## src/rtl/fspi_pkg.sv

```systemverilog
// ----------------------------------------------------------------------------
// fspi_pkg: shared types and constants for the five-stage pipeline interlock
// Holds the stage slot type, the scoreboard port types and the execute
// latency table.
// ----------------------------------------------------------------------------
package fspi_pkg;

  // Operation class that marks control flow.
  localparam logic [4:0] OP_CTRL = 5'd2;

  // One stage latch. An empty latch is all zeros.
  typedef struct packed {
    logic        valid;
    logic [15:0] tag;
    logic [4:0]  op;
    logic [1:0]  nsrc;
    logic [5:0]  sa;
    logic [5:0]  sb;
    logic        hd;
    logic [5:0]  dst;
  } slot_t;

  // Enable and raw register index for one scoreboard access.
  typedef struct packed {
    logic       en;
    logic [5:0] idx;
  } sb_port_t;

  // Scoreboard status as seen after this cycle's writeback.
  typedef struct packed {
    logic busy_a;
    logic busy_b;
    logic wb_clear;
  } sb_stat_t;

  // Execute countdown reload value, indexed by operation class.
  function automatic logic [3:0] lat_m1(logic [4:0] op);
    logic [3:0] r;
    unique case (op)
      5'd8, 5'd10, 5'd12, 5'd14, 5'd15, 5'd18, 5'd21, 5'd22, 5'd23: r = 4'd1;
      5'd9, 5'd17, 5'd19: r = 4'd3;
      5'd20:              r = 4'd15;
      default:            r = 4'd0;
    endcase
    return r;
  endfunction

endpackage

```

## src/rtl/five_stage_pipeline_interlock_unit.sv

```systemverilog
// ----------------------------------------------------------------------------
// five_stage_pipeline_interlock_unit: in-order pipeline interlock model
// Each item is one tick of a fetch, decode, execute, memory, writeback
// pipeline with a scoreboard, execute latencies and branch bubbles.
// ----------------------------------------------------------------------------
//
//  channel  direction  signals                         content
//  s        in         s_tvalid s_tready s_tdata s_tuser  offered instruction
//  m        out        m_tvalid m_tready m_tdata          tick report
//
// Every accepted item is one pipeline tick, worked out combinationally from
// the stage latches and the scoreboard; an item can be taken every clock in
// which the output register is empty or being taken. Its report is written
// to the output register at the accepting edge.
// Reset empties all latches and the scoreboard at once.
module five_stage_pipeline_interlock_unit #(
  parameter int REG_COUNT = 64,
  parameter int OP_TYPES  = 24
) (
  input  logic        clk,
  input  logic        rst,
  input  logic        s_tvalid,
  output logic        s_tready,
  // inst_tag[15:0] op_type[20:16] num_sources[22:21] src_a[28:23]
  // src_b[34:29] has_dest[35] dest_reg[41:36], zero fill above
  input  logic [47:0] s_tdata,
  // offer_valid[0]
  input  logic        s_tuser,
  output logic        m_tvalid,
  input  logic        m_tready,
  // offer_taken[0] retire_valid[1] retire_tag[17:2] data_hazard[18]
  // control_hazard[19] finished[20], zero fill above
  output logic [23:0] m_tdata
);

  fspi_pkg::slot_t fetch, decode, execute, memory;
  fspi_pkg::slot_t fetch_next, decode_next, execute_next, memory_next;
  fspi_pkg::slot_t offer;
  logic [3:0]      countdown, countdown_next, op_lat;
  logic            dep_hold, dep_hold_next, ds_wb;
  logic            br_hold, br_hold_next, cs_wb;
  logic            adv;
  logic            taken, rv, dh, ch, fin;
  logic [15:0]     rtag;

  fspi_pkg::sb_port_t wb, inc, rd_a, rd_b;
  fspi_pkg::sb_stat_t stat;

  assign s_tready = !m_tvalid || m_tready;
  assign adv      = s_tvalid && s_tready;

  always_comb begin
    offer.valid = s_tuser;
    offer.tag   = s_tdata[15:0];
    offer.op    = s_tdata[20:16];
    offer.nsrc  = s_tdata[22:21];
    offer.sa    = s_tdata[28:23];
    offer.sb    = s_tdata[34:29];
    offer.hd    = s_tdata[35];
    offer.dst   = s_tdata[41:36];
  end

  assign rd_a.en  = fetch.valid && (fetch.nsrc != 2'd0);
  assign rd_a.idx = fetch.sa;
  assign rd_b.en  = fetch.valid && fetch.nsrc[1];
  assign rd_b.idx = fetch.sb;
  assign wb.en    = memory.valid && memory.hd;
  assign wb.idx   = memory.dst;

  // Op classes beyond the configured count take the shortest execute latency.
  assign op_lat = (32'(decode.op) >= OP_TYPES) ? 4'd0 : fspi_pkg::lat_m1(decode.op);

  fspi_scoreboard #(
    .REG_COUNT(REG_COUNT)
  ) u_scoreboard (
    .clk  (clk),
    .rst  (rst),
    .step (adv),
    .wb   (wb),
    .inc  (inc),
    .rd_a (rd_a),
    .rd_b (rd_b),
    .stat (stat)
  );

  always_comb begin
    // Writeback.
    rv    = memory.valid;
    rtag  = memory.valid ? memory.tag : 16'd0;
    cs_wb = br_hold && !(memory.valid && memory.op == fspi_pkg::OP_CTRL);
    ds_wb = dep_hold && !stat.wb_clear;

    // Memory.
    memory_next = execute;

    // Execute.
    if (countdown != 4'd0) begin
      countdown_next = countdown - 4'd1;
    end else if (decode.valid) begin
      countdown_next = op_lat;
    end else begin
      countdown_next = 4'd0;
    end
    execute_next = (countdown_next != 4'd0) ? '0 : decode;

    // Decode sees the scoreboard after this tick's writeback.
    dh            = 1'b0;
    ch            = 1'b0;
    dep_hold_next = ds_wb;
    br_hold_next  = cs_wb;
    decode_next   = decode;
    inc.en        = 1'b0;
    inc.idx       = fetch.dst;
    if (countdown_next == 4'd0) begin
      dh            = stat.busy_a || stat.busy_b;
      ch            = fetch.valid && (fetch.op == fspi_pkg::OP_CTRL);
      dep_hold_next = ds_wb || dh;
      br_hold_next  = cs_wb || ch;
      if (dep_hold_next) begin
        decode_next = '0;
      end else begin
        inc.en      = fetch.valid && fetch.hd;
        decode_next = fetch;
      end
    end

    // Fetch.
    fetch_next = fetch;
    taken      = 1'b0;
    fin        = 1'b0;
    priority if (countdown_next != 4'd0 || dep_hold_next) begin
      fetch_next = fetch;
    end else if (br_hold_next) begin
      fetch_next = '0;
    end else if (offer.valid) begin
      fetch_next = offer;
      taken      = 1'b1;
    end else begin
      fin = !fetch.valid && !decode_next.valid && !execute_next.valid &&
            !memory_next.valid;
      fetch_next = '0;
    end
  end

  always_ff @(posedge clk) begin
    if (rst) begin
      fetch     <= '0;
      decode    <= '0;
      execute   <= '0;
      memory    <= '0;
      countdown <= 4'd0;
      dep_hold  <= 1'b0;
      br_hold   <= 1'b0;
    end else if (adv) begin
      fetch     <= fetch_next;
      decode    <= decode_next;
      execute   <= execute_next;
      memory    <= memory_next;
      countdown <= countdown_next;
      dep_hold  <= dep_hold_next;
      br_hold   <= br_hold_next;
    end
  end

  always_ff @(posedge clk) begin
    if (rst) begin
      m_tvalid <= 1'b0;
    end else if (adv) begin
      m_tvalid <= 1'b1;
    end else if (m_tready) begin
      m_tvalid <= 1'b0;
    end
  end

  always_ff @(posedge clk) begin
    if (adv) begin
      m_tdata <= {3'b000, fin, ch, dh, rtag, rv, taken};
    end
  end

  // An instruction held in execute leaves the execute latch empty.
  a_countdown_bubble: assert property (@(posedge clk) disable iff (rst)
    (countdown != 4'd0) |-> !execute.valid)
    else $error("execute latch valid while countdown runs");

  // A report never claims both an empty pipeline and a taken offer.
  a_fin_taken: assert property (@(posedge clk) disable iff (rst)
    m_tvalid |-> !(m_tdata[20] && m_tdata[0]))
    else $error("finished together with offer_taken");

  // Retire tag is zero whenever nothing retired.
  a_tag_zero: assert property (@(posedge clk) disable iff (rst)
    (m_tvalid && !m_tdata[1]) |-> (m_tdata[17:2] == 16'd0))
    else $error("retire_tag nonzero without retirement");

  // A valid memory latch retires on the tick that advances it.
  a_retire: assert property (@(posedge clk) disable iff (rst)
    (adv && memory.valid) |=> (m_tdata[1] && m_tdata[17:2] == $past(memory.tag)))
    else $error("memory latch did not retire");

endmodule

```

## src/rtl/fspi_scoreboard.sv

```systemverilog
// ----------------------------------------------------------------------------
// fspi_scoreboard: per-register pending-writer scoreboard
// One cell per architectural register with a saturating two-bit count of
// writers in flight. A register is ready when its count is zero.
// ----------------------------------------------------------------------------
module fspi_scoreboard #(
  parameter int REG_COUNT = 64
) (
  input  logic               clk,
  input  logic               rst,
  input  logic               step,
  input  fspi_pkg::sb_port_t wb,
  input  fspi_pkg::sb_port_t inc,
  input  fspi_pkg::sb_port_t rd_a,
  input  fspi_pkg::sb_port_t rd_b,
  output fspi_pkg::sb_stat_t stat
);

  localparam int IDX_W = $clog2(REG_COUNT);
  localparam int RAW_N = 64;

  // Register fields are six bits wide; this folds them onto the cells.
  logic [IDX_W-1:0] wrap_tab [RAW_N];

  for (genvar v = 0; v < RAW_N; v++) begin : g_wrap
    assign wrap_tab[v] = IDX_W'(v % REG_COUNT);
  end

  logic [IDX_W-1:0]     wb_i, inc_i, a_i, b_i;
  logic [REG_COUNT-1:0] busy_wb;
  logic [REG_COUNT-1:0] clr_hit;

  assign wb_i  = wrap_tab[wb.idx];
  assign inc_i = wrap_tab[inc.idx];
  assign a_i   = wrap_tab[rd_a.idx];
  assign b_i   = wrap_tab[rd_b.idx];

  for (genvar i = 0; i < REG_COUNT; i++) begin : g_cell
    logic [1:0] pending;
    logic [1:0] p_wb;
    logic       wb_sel;
    logic       inc_sel;

    assign wb_sel  = wb.en && (wb_i == IDX_W'(i));
    assign inc_sel = inc.en && (inc_i == IDX_W'(i));

    always_comb begin
      p_wb = pending;
      if (wb_sel && pending != 2'd0) begin
        p_wb = pending - 2'd1;
      end
    end

    assign busy_wb[i] = (p_wb != 2'd0);
    assign clr_hit[i] = wb_sel && (p_wb == 2'd0);

    always_ff @(posedge clk) begin
      if (rst) begin
        pending <= 2'd0;
      end else if (step) begin
        if (inc_sel && p_wb != 2'd3) begin
          pending <= p_wb + 2'd1;
        end else begin
          pending <= p_wb;
        end
      end
    end
  end

  assign stat.busy_a   = rd_a.en && busy_wb[a_i];
  assign stat.busy_b   = rd_b.en && busy_wb[b_i];
  assign stat.wb_clear = |clr_hit;

endmodule
```

## config.mk

```make
export PLATFORM = sky130hd
export DESIGN_NAME = five_stage_pipeline_interlock_unit
export DESIGN_NICKNAME = d
export VERILOG_FILES = /design/src/rtl/fspi_pkg.sv /design/src/rtl/five_stage_pipeline_interlock_unit.sv /design/src/rtl/fspi_scoreboard.sv
export SDC_FILE = /design/constraint.sdc
export NUM_CORES = 1
export LEC_CHECK = 0
export BUFFER_PORTS_ARGS = -buffer_cell sky130_fd_sc_hd__buf_2
export CORE_UTILIZATION = 64
export DETAILED_ROUTE_END_ITERATION = 6
export GPL_TIMING_DRIVEN = 1
export PLACE_DENSITY = 0.78
export SLEW_MARGIN = 20
export SYNTH_ARGS = -nofsm -noshare
export SYNTH_HDL_FRONTEND = slang
export SYNTH_SLANG_ARGS = --single-unit
```

## constraint.sdc

```tcl
create_clock -name clk -period 6.5 [get_ports clk]
set_input_delay 0.65 -clock clk [delete_from_list [all_inputs] [get_ports clk]]
set_output_delay 0.65 -clock clk [all_outputs]
set_load 0.02 [all_outputs]
```

==> results.md <==
Clock tree:
- The number of setup buffers added after CTS is 0.
- After clock tree synthesis, the clock-pin slew on the worst setup and hold paths is 0.07 ns.
- TritonCTS built the clock tree.
- The clock reaches the later pin of the worst-skew pair after 0.60 ns.
- Buffers inserted during clock tree synthesis total 31.
- The deepest level of the CTS H-tree is 1.
- The number of hold-repair buffers added at the cts stage is 0.
- The root buffer cell chosen for the clock tree is sky130_fd_sc_hd__clkbuf_16.
- The buffer depth of the longest clock path is 3.
- The sink count of the clock tree is 289.
- The post-cts gate resize count is 0.

STA:
- Setup repair after global routing left no endpoint under its margin.
- Hold is met by 0.305 ns.
- The period utilization is 0.856.
- Measured against its own limit, the worst slew margin works out to 0.210.
- At the pin with the least slew margin, the transition time is 1.18 ns.
- After routing, the total negative slack on setup checks comes to 0 ns.
- The clock skew is 0.0219 ns.
- The time the worst path needs with I/O delays and setup is 5.56 ns.
- The total count of max-transition violations in the final report came to 0.
- Static timing analysis puts the maximum clock frequency at 180 MHz.
- The number of hold-slack violations in the final timing report was 0.
- Setup violations remaining at the end of the flow were counted as 0.

Synthesis:
- The count of unique library cells instantiated by Yosys is 72.
- After synthesis, the cell types taking the most area are sky130_fd_sc_hd__dfxtp_1 26%, sky130_fd_sc_hd__ha_1 12%, sky130_fd_sc_hd__mux2i_1 6.9%.
- Of the synthesized area, sequential elements account for 0.286.
- The average cell area after synthesis is 8.15 um2.
- After synthesis the netlist holds a flip-flop and latch count of 289.
- The share of flip-flops with an asynchronous set or reset is 0.
- Summing every instance area after synthesis gives 21000 um2.
- The cell accounting for the most synthesized area is sky130_fd_sc_hd__dfxtp_1.
- The share of synthesized area in the top cell type comes to 0.256.
- The most common flop cell mapped by yosys is sky130_fd_sc_hd__dfxtp_1.
- Counting flops with a built-in enable in the synthesized netlist gives 21.
- The number of synthesis warnings is 0.
- The post-synthesis instance total is 2573.

Setup path:
- STA classifies the critical path endpoint as a register.
- The worst endpoint required time is 6.97 ns.
- Of all nets on the critical path, the largest fanout is 36.
- The startpoint class of the critical path is a register.
- The data arrival time of the worst path is 6.04 ns.
- The critical path is of the register to register type.

Floorplanning:
- For this configuration, the core starts out at a cell density of 0.658.
- The die area is 33500 um2.
- The region available for standard cell placement spans 31900 um2.
- The count of boundary I/O pins is 79.
- The die height is 183 um.
- The overall die width is 183 um.
- The number of rows created at floorplan is 65.

Power and ir drop:
- The peak ir drop on the vdd network is 0.207 mV.
- The total design power is 4.42 mW.
- Power spread over the standard cell area amounts to 197 nW/um2.
- The leakage power figure is 8.93 nW.

Worst hold path:
- The path type of the worst min-delay path is primary input to register.

Final layout:
- The multi-input combinational cells in the finished layout cover a total of 13200 um2.
- The final cell count without fillers is 2992.
- The layout cell share with drive strength beyond 1 is 0.115.
- The filler cells instantiated in the layout total 2535.
- The synthesis-to-finish area growth is 7.16%.
- Registers take 6000 um2.
- The number of antenna diodes in the final layout is 0.
- The final-stage net count is 2778.

Routing:
- The detailed-route DRC error count is 0.
- The detailed-route via count is 18.2k.
- The remaining antenna violation count after routing is 0.
- Using the TritonRoute via totals, the vias-per-cell ratio works out to 6.08.
- In this run, the number of DRC markers left after iteration 0 of detailed routing was 1690.
- The wire length after detailed routing is 55.7 mm.
- The first-pass iteration count of the detailed router is 6.
- After detailed routing, the average wire length per cell comes to 18.6 um.

GRT:
- The number of global-route vias before repair is 17.6k.
- Entering global routing, the biggest net connects 136 pins.
- The global-route wire length before repair is 89.1 mm.
- In the global route stage, overall resource usage came out at 0.330.
- After global routing the overflow that remains totals 0.
- The number of antenna violations at the first check in global routing is 0.

Placed design:
- The post-DP HPWL is 37.5 mm.
- Routability-driven placement finished with a final weighted congestion of 0.960.
- The number of placed instances with taps included is 2934.
- In this run the tool buffered the top-level ports with 69 buffer cells.

Status:
- The flow ran to the end, and the final reports show no timing, DRC or antenna violations.

Job:
- The tool flagged a number of max-cap violations equal to 0.
==> logic make-up after synthesis <==
kind of cell,count (synthesis),synth area share
flops,289,0.286
other cells,1,0.000179
buf+inv,450,0.0872
mux,248,0.142
xor+xnor,66,0.0276
compound gates,395,0.106
fa+ha+maj,193,0.115
simple gates,931,0.236
==> placed cells by master (no fill, tap or decap), drive strengths merged, types with 24 or more instances in the layout <==
cell type / count
o21ai: 93
nor3: 58
a22oi: 26
nor2: 223
buf: 102
xnor2: 65
or3: 24
mux4: 32
nand2b: 52
clkbuf: 42
ha: 193
nand4: 70
nand2: 260
dfxtp: 268
mux2: 71
nand3: 93
mux2i: 145
inv: 273
nor4b: 65
a21oi: 225
==> worst paths after layout <==
kind                     from  depth (start not counted)                                 end  slack, ns
setup / recovery    memory[2]                         17  u_scoreboard.g_cell[35].pending[0]       0.94
hold / removal    s_tdata[30]                          3                            fetch[8]       0.31
setup reg to reg    memory[2]                         17  u_scoreboard.g_cell[35].pending[0]       0.94
hold reg to reg   execute[32]                          2                          memory[32]       0.45
==> power breakdown <==
part	switching (mW)	internal, mW	total [mW]
clock	0.776	1.09	1.86
sequential	0.0587	1.85	1.91
combinational	0.434	0.215	0.649
total	1.27	3.15	4.42
==> layer usage <==
metal	part of all wire	GRT usage	vias up
met5	0	0	-
met4	0.039	0.128	0
met3	0.068	0.0488	164
met2	0.48	0.580	639
met1	0.41	0.407	8654
li1	-	-	8746
==> cell usage after synthesis (4+ instances only) <==
cell,number
sky130_fd_sc_hd__inv_1,270
sky130_fd_sc_hd__dfxtp_1,268
sky130_fd_sc_hd__nand2_1,260
sky130_fd_sc_hd__a21oi_1,225
sky130_fd_sc_hd__nor2_1,223
sky130_fd_sc_hd__ha_1,193
sky130_fd_sc_hd__mux2i_1,145
sky130_fd_sc_hd__clkbuf_1,126
sky130_fd_sc_hd__nand3_1,93
sky130_fd_sc_hd__o21ai_0,90
sky130_fd_sc_hd__nor4b_1,65
sky130_fd_sc_hd__xnor2_1,65
sky130_fd_sc_hd__nor3_1,55
sky130_fd_sc_hd__nand2b_1,52
sky130_fd_sc_hd__mux2_2,49
sky130_fd_sc_hd__nand4_1,49
sky130_fd_sc_hd__mux4_2,32
sky130_fd_sc_hd__buf_2,31
sky130_fd_sc_hd__a22oi_1,26
sky130_fd_sc_hd__or3_1,24
sky130_fd_sc_hd__mux2_1,22
sky130_fd_sc_hd__edfxtp_1,21
sky130_fd_sc_hd__or2_2,21
sky130_fd_sc_hd__nand4_4,20
sky130_fd_sc_hd__and2_1,19
sky130_fd_sc_hd__nor2b_1,16
sky130_fd_sc_hd__buf_4,9
sky130_fd_sc_hd__a41oi_1,6
sky130_fd_sc_hd__and3_1,6
sky130_fd_sc_hd__buf_1,6
sky130_fd_sc_hd__a211oi_1,5
sky130_fd_sc_hd__nand3b_1,5
sky130_fd_sc_hd__nor4_1,5
sky130_fd_sc_hd__o22ai_1,5
sky130_fd_sc_hd__buf_6,4
sky130_fd_sc_hd__nand4b_1,4
==> flip-flops by register name, summed over array words and instances (netlist names), named ones only <==
signal and flops:
u_scoreboard.g_cell.pending 128, fetch 43, execute 29, decode 28, memory 28, m_tdata 21
countdown 4, br_hold 1, dep_hold 1, m_tvalid 1, rv 1
==> critical path: stages (launching register included) <==
cell and delay [ns]:
sky130_fd_sc_hd__dfxtp_1 0.39, sky130_fd_sc_hd__buf_4 0.32, sky130_fd_sc_hd__nor2b_1 0.53, sky130_fd_sc_hd__nand3_1 0.34, sky130_fd_sc_hd__or3_1 0.50, sky130_fd_sc_hd__o21ai_0 0.30
sky130_fd_sc_hd__inv_1 0.08, sky130_fd_sc_hd__ha_1 0.23, sky130_fd_sc_hd__mux4_2 0.48, sky130_fd_sc_hd__mux4_2 0.52, sky130_fd_sc_hd__nor2_1 0.11, sky130_fd_sc_hd__nor3_1 0.06
sky130_fd_sc_hd__nor3_2 0.28, sky130_fd_sc_hd__a41oi_4 0.05, sky130_fd_sc_hd__buf_4 0.35, sky130_fd_sc_hd__nand4_1 0.25, sky130_fd_sc_hd__mux2i_1 0.24, sky130_fd_sc_hd__mux2_2 0.36
==> through the flow <==
step | util | setup WS (ns) | area [um2]
after CTS | 0.705 | 0.990 | 22500
after detailed placement | 0.671 | 1.04 | 21400
after floorplan | - | 1.98 | 21000
after global routing | 0.705 | 0.588 | 22500
final | 0.705 | 0.935 | 22500
after global placement | 0.671 | 1.10 | 21400
==> cell type report <==
class | instances | share of cell area
clock buffers | 41 | 0.0398
inverters | 271 | 0.0456
well taps | 435 | 0.0242
flip-flops and latches | 289 | 0.267
repair buffers | 103 | 0.0282
clock inverters | 17 | 0.00835
multi-input cells | 1836 | 0.587
(Power assumes the default switching activity.)
